<file path="config.mk">
export PLATFORM = sky130hd
export DESIGN_NAME = recent_id_blackout_filter_top
export DESIGN_NICKNAME = d
export VERILOG_FILES = /design/src/hdl/ribf_pkg.sv /design/src/hdl/ribf_cell.sv /design/src/hdl/recent_id_blackout_filter_top.sv
export SDC_FILE = /design/constraint.sdc
export NUM_CORES = 2
export LEC_CHECK = 0
export BUFFER_PORTS_ARGS = -buffer_cell sky130_fd_sc_hd__clkbuf_2
export CAP_MARGIN = 20
export CORE_MARGIN = 2
export CORE_UTILIZATION = 40
export DETAILED_ROUTE_END_ITERATION = 8
export PLACE_DENSITY = 0.63
export SETUP_SLACK_MARGIN = 0.3
export SYNTH_ARGS = -nofsm -noshare
export SYNTH_HDL_FRONTEND = slang
export SYNTH_SLANG_ARGS = --single-unit
</file>
<file path="constraint.sdc">
create_clock -name i_clk -period 3.5 [get_ports i_clk]
set_input_delay 0.175 -clock i_clk [delete_from_list [all_inputs] [get_ports i_clk]]
set_output_delay 0.175 -clock i_clk [all_outputs]
set_load 0.05 [all_outputs]
</file>
<file path="src/hdl/ribf_pkg.sv">
// Shared types and constants for the recent ID blackout filter
package ribf_pkg;

    localparam int unsigned RIBF_TABLE_DEPTH = 16;
    localparam int unsigned ID_W             = 16;
    localparam int unsigned TIME_W           = 48;
    localparam int unsigned PERIOD_W         = 24;
    localparam logic [PERIOD_W-1:0] PERIOD_RESET = 24'd80000;

    typedef struct packed {
        logic [ID_W-1:0]   request_id;
        logic [TIME_W-1:0] now_us;
    } t_req;

    typedef struct packed {
        logic allowed;
        logic not_recorded;
    } t_rsp;

    typedef struct packed {
        logic              vld;
        logic [ID_W-1:0]   id;
        logic [TIME_W-1:0] now;
        logic              hit;
        logic              free_found;
    } t_tok;

    typedef struct packed {
        logic              fire;
        logic              store;
        logic [ID_W-1:0]   id;
        logic [TIME_W-1:0] expiry;
    } t_commit;

endpackage

</file>
<file path="src/hdl/ribf_cell.sv">
// One table cell: holds an entry, checks the passing request token, hands it on
module ribf_cell (
    input  logic              i_clk,
    input  logic              i_rst_n,
    input  ribf_pkg::t_tok    i_tok,
    input  ribf_pkg::t_commit i_commit,
    output ribf_pkg::t_tok    o_tok
);
    import ribf_pkg::*;

    logic              r_valid;
    logic              n_valid;
    logic              r_cand;
    logic              n_cand;
    logic [ID_W-1:0]   r_id;
    logic [TIME_W-1:0] r_expiry;
    t_tok              r_tok;
    t_tok              n_tok;
    logic              w_live;
    logic              w_write;

    always_comb begin
        w_live  = r_valid && (r_expiry > i_tok.now);
        w_write = i_commit.fire && i_commit.store && r_cand;

        n_valid = r_valid;
        if (w_write) begin
            n_valid = 1'b1;
        end else if (i_tok.vld && !w_live) begin
            n_valid = 1'b0;
        end

        n_cand = r_cand;
        if (i_commit.fire) begin
            n_cand = 1'b0;
        end else if (i_tok.vld && !w_live && !i_tok.free_found) begin
            n_cand = 1'b1;
        end

        n_tok = i_tok;
        if (i_tok.vld) begin
            if (w_live && (r_id == i_tok.id)) begin
                n_tok.hit = 1'b1;
            end
            if (!w_live) begin
                n_tok.free_found = 1'b1;
            end
        end
    end

    always_ff @(posedge i_clk) begin
        r_tok.id         <= n_tok.id;
        r_tok.now        <= n_tok.now;
        r_tok.hit        <= n_tok.hit;
        r_tok.free_found <= n_tok.free_found;
        if (w_write) begin
            r_id     <= i_commit.id;
            r_expiry <= i_commit.expiry;
        end
        if (!i_rst_n) begin
            r_valid   <= 1'b0;
            r_cand    <= 1'b0;
            r_tok.vld <= 1'b0;
        end else begin
            r_valid   <= n_valid;
            r_cand    <= n_cand;
            r_tok.vld <= n_tok.vld;
        end
    end

    assign o_tok = r_tok;

endmodule

</file>
<file path="src/hdl/recent_id_blackout_filter_top.sv">
// Top level of the recent ID blackout filter: request token runs down a chain of table cells
// A request passes the head register, each cell register and the result register in turn.
// Only one request is in flight: start is taken only while busy is low, as the token walks the
// cell chain one cell per cycle; busy stays high until the result strobe.
// The receiver cannot stall; each result shows on o_rsp for one cycle with o_strobe.
// Reset (synchronous, active low) empties the table and sets the period to 80000 us.
module recent_id_blackout_filter_top #(
    parameter int unsigned TABLE_DEPTH = ribf_pkg::RIBF_TABLE_DEPTH
) (
    input  logic                          i_clk,
    input  logic                          i_rst_n,
    input  logic                          start,
    output logic                          busy,
    input  ribf_pkg::t_req                i_req,
    output logic                          o_strobe,
    output ribf_pkg::t_rsp                o_rsp,
    input  logic                          i_cfg_valid,
    output logic                          o_cfg_ready,
    input  logic [ribf_pkg::PERIOD_W-1:0] i_cfg_data
);
    import ribf_pkg::*;

    logic [PERIOD_W-1:0] r_period;
    logic                r_busy;
    logic                n_busy;
    t_tok                r_head;
    t_tok                n_head;
    logic [TIME_W-1:0]   r_exp;
    logic [TIME_W-1:0]   n_exp;
    logic                r_strobe;
    logic                n_strobe;
    t_rsp                r_rsp;
    t_rsp                n_rsp;
    t_commit             r_commit;
    t_commit             n_commit;
    logic [TIME_W:0]     w_sum;
    logic                w_accept;
    t_tok                w_tok [TABLE_DEPTH+1];

    assign w_tok[0] = r_head;

    for (genvar g = 0; g < TABLE_DEPTH; g++) begin : g_cell
        ribf_cell u_cell (
            .i_clk    (i_clk),
            .i_rst_n  (i_rst_n),
            .i_tok    (w_tok[g]),
            .i_commit (r_commit),
            .o_tok    (w_tok[g+1])
        );
    end

    always_comb begin
        w_accept = start && !r_busy;
        w_sum    = {1'b0, i_req.now_us} + {{(TIME_W + 1 - PERIOD_W){1'b0}}, r_period};

        n_head            = r_head;
        n_head.vld        = w_accept;
        n_head.id         = i_req.request_id;
        n_head.now        = i_req.now_us;
        n_head.hit        = 1'b0;
        n_head.free_found = 1'b0;

        n_exp = r_exp;
        if (w_accept) begin
            n_exp = w_sum[TIME_W] ? {TIME_W{1'b1}} : w_sum[TIME_W-1:0];
        end

        n_busy = r_busy;
        if (w_tok[TABLE_DEPTH].vld) begin
            n_busy = 1'b0;
        end else if (w_accept) begin
            n_busy = 1'b1;
        end
    end

    always_comb begin
        n_strobe           = w_tok[TABLE_DEPTH].vld;
        n_rsp.allowed      = !w_tok[TABLE_DEPTH].hit;
        n_rsp.not_recorded = !w_tok[TABLE_DEPTH].hit && !w_tok[TABLE_DEPTH].free_found;
        n_commit.fire      = w_tok[TABLE_DEPTH].vld;
        n_commit.store     = !w_tok[TABLE_DEPTH].hit && w_tok[TABLE_DEPTH].free_found;
        n_commit.id        = w_tok[TABLE_DEPTH].id;
        n_commit.expiry    = r_exp;
    end

    always_ff @(posedge i_clk) begin
        r_head.id         <= n_head.id;
        r_head.now        <= n_head.now;
        r_head.hit        <= n_head.hit;
        r_head.free_found <= n_head.free_found;
        r_exp             <= n_exp;
        r_rsp             <= n_rsp;
        r_commit.store    <= n_commit.store;
        r_commit.id       <= n_commit.id;
        r_commit.expiry   <= n_commit.expiry;
        if (!i_rst_n) begin
            r_period      <= PERIOD_RESET;
            r_busy        <= 1'b0;
            r_head.vld    <= 1'b0;
            r_strobe      <= 1'b0;
            r_commit.fire <= 1'b0;
        end else begin
            if (i_cfg_valid) begin
                r_period <= i_cfg_data;
            end
            r_busy        <= n_busy;
            r_head.vld    <= n_head.vld;
            r_strobe      <= n_strobe;
            r_commit.fire <= n_commit.fire;
        end
    end

    assign busy        = r_busy;
    assign o_strobe    = r_strobe;
    assign o_rsp       = r_rsp;
    assign o_cfg_ready = 1'b1;

endmodule

</file>
## After elaboration in Yosys (flattened, before gate mapping)

Index checks and enable logic that the tools add are counted.

- $add $sub $neg: 1
- $lt $le $gt $ge: 16
- Equality and inequality tests: 16
- Muxes and demuxes: 79
- Bitwise logic cells: 1
- Reduce and logical (&&, ||, !) cells: 135

Operators with widths:

| operator | count |
|---|---|
| greater-than comparator 48 bit | 16 |
| equality test 16 bit | 16 |
| logical AND 1 bit | 83 |
| two-way mux 1 bit | 64 |
| adder 48 x 24 -> 49 bit | 1 |
| zero test 1 bit | 34 |
| nonzero test 2 bit | 16 |
| two-way mux 2 bit | 15 |
| OR reduction 2 bit | 2 |
| NOT 1 bit | 1 |

- Bits in registers: 2286
- Word-level logic and storage cells: 403

## Depth between registers and ports, before layout

- Depth in word-level cells: 6
- Depth in mapped cells: 12
- Gate-level depth less buffers: 11

## Modules after synthesis

Synthesis repeated with hierarchy kept, for this count alone.

- Cell total of the unflattened synthesis: 5935
- Area, all modules: 83408.7 sq um

By module, submodules not included:

| module | instances | cells an instance | area an instance (sq um) | seq. area each (sq um) |
|---|---|---|---|---|
| ribf_cell | 16 | 334 | 4760.8 | 3303.2 |
| recent_id_blackout_filter_top | 1 | 591 | 7235.7 | 4604.4 |

## Worst setup path before layout

Ideal clock, no wire load.

- Path type: reg-to-reg
- Start: register r_busy (netlist: busy)
- End: register r_exp[0], enable pin
- Arrival: 2.703 ns
- Required time: 3.041 ns
- Path slack: 0.338 ns
- Cell stages (with the launch flop): 2
- Period minus slack after synthesis: 3.162 ns
- Cells stage by stage: dfxtp_1 > nor2b_1

- Longest elaborated chain between the ends: 2

Ends and longest elaborated chain:

| what | line | text |
|---|---|---|
| start: declaration | recent_id_blackout_filter_top.sv:24 | `logic r_busy;` |
| start signal: assignment | recent_id_blackout_filter_top.sv:106 | `r_busy <= n_busy;` |
| zero test 1 bit | recent_id_blackout_filter_top.sv:53 | `w_accept = start && !r_busy;` |
| logical AND 1 bit | recent_id_blackout_filter_top.sv:53 |  |
| named net w_accept | recent_id_blackout_filter_top.sv:37 | `logic w_accept;` |
| end signal: assignment | recent_id_blackout_filter_top.sv:91 | `r_exp <= n_exp;` |
| end: declaration | recent_id_blackout_filter_top.sv:28 | `logic [TIME_W-1:0] r_exp;` |

The timed path passes the listed nets, and every way through them passes these cells.
A chain may end at the register's enable or synchronous reset.

==> results.json <==
{
  "outcome": "finished clean",
  "power.share.switching_pct": 20.7,
  "design.die.area_sq_um": 209000,
  "sequentialPowerShare_pct": 54.1,
  "worstPathMaxFanout": 3,
  "cts_tree": "done",
  "register_area_sq_um": 56500,
  "cts.reportedPaths.clkPinSlew_ns": 0.06,
  "cts_buffer_depth": 3,
  "grt_antenna_before_repair": 1,
  "routabilityCongestion": 0.833,
  "final-instance-count-excl-fill": 9208,
  "layout.nets": 7212,
  "vias": 43500,
  "dpl_cell_area_sq_um": 86400,
  "worstPathRequired_ns": 4.21,
  "worstSetupEndpointType": "flip-flop",
  "globalRouteOverflowTotal": 0,
  "power-per-cell-area_nw_per_um2": 575,
  "synth_async_sr_flop_share_pct": 0,
  "ant_nets": 0,
  "synthDistinctLibCells": 78,
  "flops_latches_synth": 2286,
  "crit_family": "compound AO/OA/AOI/OAI gates",
  "place_hpwl_um": 119000,
  "syn_area_per_cell_sq_um": 14.1,
  "setup_violations": 0,
  "critical_path.n_buffers_inverters": 1,
  "critPathSlowestCell": "a31oi_1",
  "routed_wl_um": 156000,
  "layout.cells.most_common": "dfxtp_1",
  "synth_area_sq_um": 82000,
  "grt_setup_unrepaired": "false",
  "maxCapViolations": 0,
  "leakage_nw": 39.9,
  "drt_iter0_markers": 1896,
  "largest_net_degree_at_the_start_of_global_routing": 66,
  "internal_power_w": 0.0434,
  "wire_length_of_the_first_global_routing_pass_um": 246000,
  "synth_top_area_cell": "edfxtp_1",
  "final.hold.worst_slack_ns": 0.0812,
  "r2r_cells": 10,
  "worst_ir_drop_vdd_uv": 498,
  "first_global_vias": 45800,
  "detailedRoute.firstPassIterationCount": 5,
  "detail_route.wl_per_cell_um": 16.9,
  "die_y_um": 457,
  "synth_flop_cell": "dfxtp_1",
  "start_util_pct": 40.2,
  "h-tree-depth": 4,
  "setup.worst_path.class": "flip-flop to flip-flop",
  "numCtsBuffers": 213,
  "core-area_sq_um": 204000,
  "synth_area_leaders": "edfxtp_1 39%, dfxtp_1 30%, ha_1 12%, inv_1 3.7%, xnor2_1 2.8%",
  "worstSetupStartpointType": "flip-flop",
  "finalMaxSlewViolations": 0,
  "root_buffer": "clkbuf_16",
  "design_area_sq_um": 95200,
  "syn_inst": 5819,
  "power.share.combinational_pct": 3.6,
  "max_slew.worst_pin.slew_ns": 0.965,
  "synth_enable_flop_cells": 1072,
  "min_delay_path_depth": 2,
  "fraction_of_layout_instances_using_a_drive_strength_above_1_pct": 8.42,
  "multi_input_comb_area_sq_um": 22400,
  "insertion_delay_ns": 0.83,
  "num_rows": 166,
  "final-hold-violation-count": 0,
  "crit_arrival_ns": 3.90,
  "fill_cells": 17600,
  "clock_skew_ns": 0.0320,
  "post-synth-top-area-fraction_pct": 39.3,
  "fp.dieW_um": 457,
  "worst_slew_margin_rel_pct": 35.6,
  "most-common-layout-cells": "1214 x dfxtp_1, 1072 x edfxtp_1, 801 x inv_1, 792 x ha_1, 292 x a21oi_1",
  "path_cells": "inv_1 -> ha_1 -> a21o_1 -> a21o_1 -> a21oi_1 -> o211ai_1 -> a31oi_1 -> o21ai_1 -> and2_1 -> a41o_1",
  "placed_cells": 8646,
  "power_switching_w": 0.0114,
  "grtUsageTotal_pct": 15.0,
  "top_level_ports": 97,
  "final.period_utilization_pct": 91.0,
  "timing.critical_path.depth": 10,
  "min_period_ns": 3.18,
  "timing.critical_path.mode_cell": "a21o_1",
  "drc": 0,
  "pwr-share-clk_pct": 42.3,
  "yosysSeqAreaShare_pct": 68.9,
  "worst_path_largest_cell_delay_ns": 0.64,
  "timing.hold.worst.class": "input port to flip-flop",
  "post_layout_utilization_of_the_core_pct": 46.6,
  "portBuffers": 95,
  "area_delta_synth_final_pct": 16.1,
  "fmax_achieved_mhz": 314,
  "avgViaCountPerCell": 4.72,
  "yosys_warnings": 0,
  "synth_nets": 6704,
  "clock_sink_count": 2286
}
==> worst paths after layout <==
kind,endpoint,startpoint,slack [ns]
worst min register to register,r_commit[56],g_cell[15].u_cell.o_tok[58],0.33
worst max register to register,g_cell[1].u_cell.o_tok[1],g_cell[0].u_cell.o_tok[47],0.32
worst max-delay path,g_cell[1].u_cell.o_tok[1],g_cell[0].u_cell.o_tok[47],0.32
worst min-delay path,r_head[28],i_req[26],0.08
==> cells in the mapped netlist (6+ instances only) <==
| master | number |
|---|---|
| and2_1 | 26 |
| o211ai_1 | 27 |
| xor2_1 | 27 |
| a31o_2 | 7 |
| a211oi_1 | 30 |
| edfxtp_1 | 1072 |
| nand3_1 | 66 |
| mux2i_1 | 25 |
| nor4bb_1 | 6 |
| or3_1 | 6 |
| nand2_1 | 182 |
| and3_1 | 19 |
| or4_1 | 6 |
| nand2b_1 | 25 |
| nand4b_1 | 6 |
| inv_1 | 803 |
| and4_1 | 34 |
| a21o_1 | 185 |
| a21oi_1 | 292 |
| o21a_1 | 39 |
| o21bai_1 | 19 |
| nor2_1 | 65 |
| dfxtp_1 | 1214 |
| a221oi_1 | 21 |
| a41o_1 | 9 |
| a31oi_1 | 10 |
| a221o_1 | 7 |
| ha_1 | 792 |
| clkbuf_1 | 12 |
| a2bb2oi_1 | 10 |
| nor2b_1 | 51 |
| nor3_1 | 37 |
| xnor2_1 | 260 |
| nand4_1 | 187 |
| a211o_1 | 8 |
| o21ai_0 | 122 |
| nor4_1 | 31 |
==> what timing repair did <==
| action | in CTS | in global routing |
|---|---|---|
| endpoints found under the setup margin | 5 | 3 |
| resized for setup | 3 | 1 |
| endpoints found under the hold margin | 165 | 0 |
| setup buffers | 0 | 1 |
| pin swaps | 0 | 1 |
| hold buffers | 153 | 0 |
==> sequential cells by signal, summed over array words and instances (netlist names) <==
name / flops
g_cell.u_cell.o_tok: 1024
r_head: 65
g_cell.u_cell.r_id: 256
r_period: 24
r_exp: 48
g_cell.u_cell.r_valid: 16
r_commit: 66
o_rsp: 2
g_cell.u_cell.r_expiry: 768
g_cell.u_cell.r_cand: 16
busy: 1
==> per-layer routing <==
| layer | global-route usage, % | routed length, um |
|---|---|---|
| met5 | 0 | 0 |
| met4 | 6.35 | 5870 |
| met3 | 2.12 | 4700 |
| met2 | 26.7 | 77900 |
| met1 | 18.0 | 67400 |
==> power groups by stage <==
stage,Clock [W],Sequential [W],Combinational (W)
3_3_place_gp,0,0.0302,0.00174
2_1_floorplan,0,0.0298,0.00128
5_1_grt,0.0247,0.0298,0.00222
6_report,0.0232,0.0296,0.00195
3_5_place_dp,0,0.0302,0.00182
4_1_cts,0.0237,0.0297,0.00197
==> cells by family (layout without fill, tap and decap cells) <==
| logic type | Yosys count | after routing | share of synthesized area, % |
|---|---|---|---|
| XOR/XNOR | 287 | 287 | 3.07 |
| multiplexers | 26 | 26 | 0.319 |
| buffers and inverters | 824 | 1523 | 3.79 |
| other | 1 | 3 | 0.00457 |
| adder cells (fa/ha/maj) | 793 | 793 | 12.1 |
| AO/OA/AOI/OAI | 828 | 828 | 6.56 |
| flip-flops | 2286 | 2286 | 68.9 |
| AND/OR/NAND/NOR | 774 | 774 | 5.25 |
==> cell type report <==
| class | count | area share [%] |
|---|---|---|
| antenna | 2 | 0.00526 |
| clock buffer | 330 | 6.73 |
| clock inverter | 76 | 0.865 |
| inverter | 803 | 3.17 |
| multi-input combinational | 2709 | 23.6 |
| sequential | 2286 | 59.3 |
| tap | 2688 | 3.53 |
| timing repair buffer | 314 | 2.79 |
==> worst register-to-register path, cell delays in order (launching register included) <==
cell,delay [ns]
dfxtp_1,0.34
inv_1,0.05
ha_1,0.31
a21o_1,0.16
a21o_1,0.17
a21oi_1,0.46
o211ai_1,0.19
a31oi_1,0.64
o21ai_1,0.28
and2_1,0.26
a41o_1,0.21
==> per-stage QoR <==
| step | setup WS [ns] | power [W] | setup TNS [ns] |
|---|---|---|---|
| detailed placement | 0.0809 | 0.0321 | 0 |
| global route | 0.323 | 0.0567 | 0 |
| floorplan | 0.338 | 0.0311 | 0 |
| CTS | 0.300 | 0.0553 | 0 |
| finish | 0.315 | 0.0548 | 0 |
| global placement | -0.877 | 0.0319 | -3.30 |
Note: power is estimated with default switching activity, not from simulation.
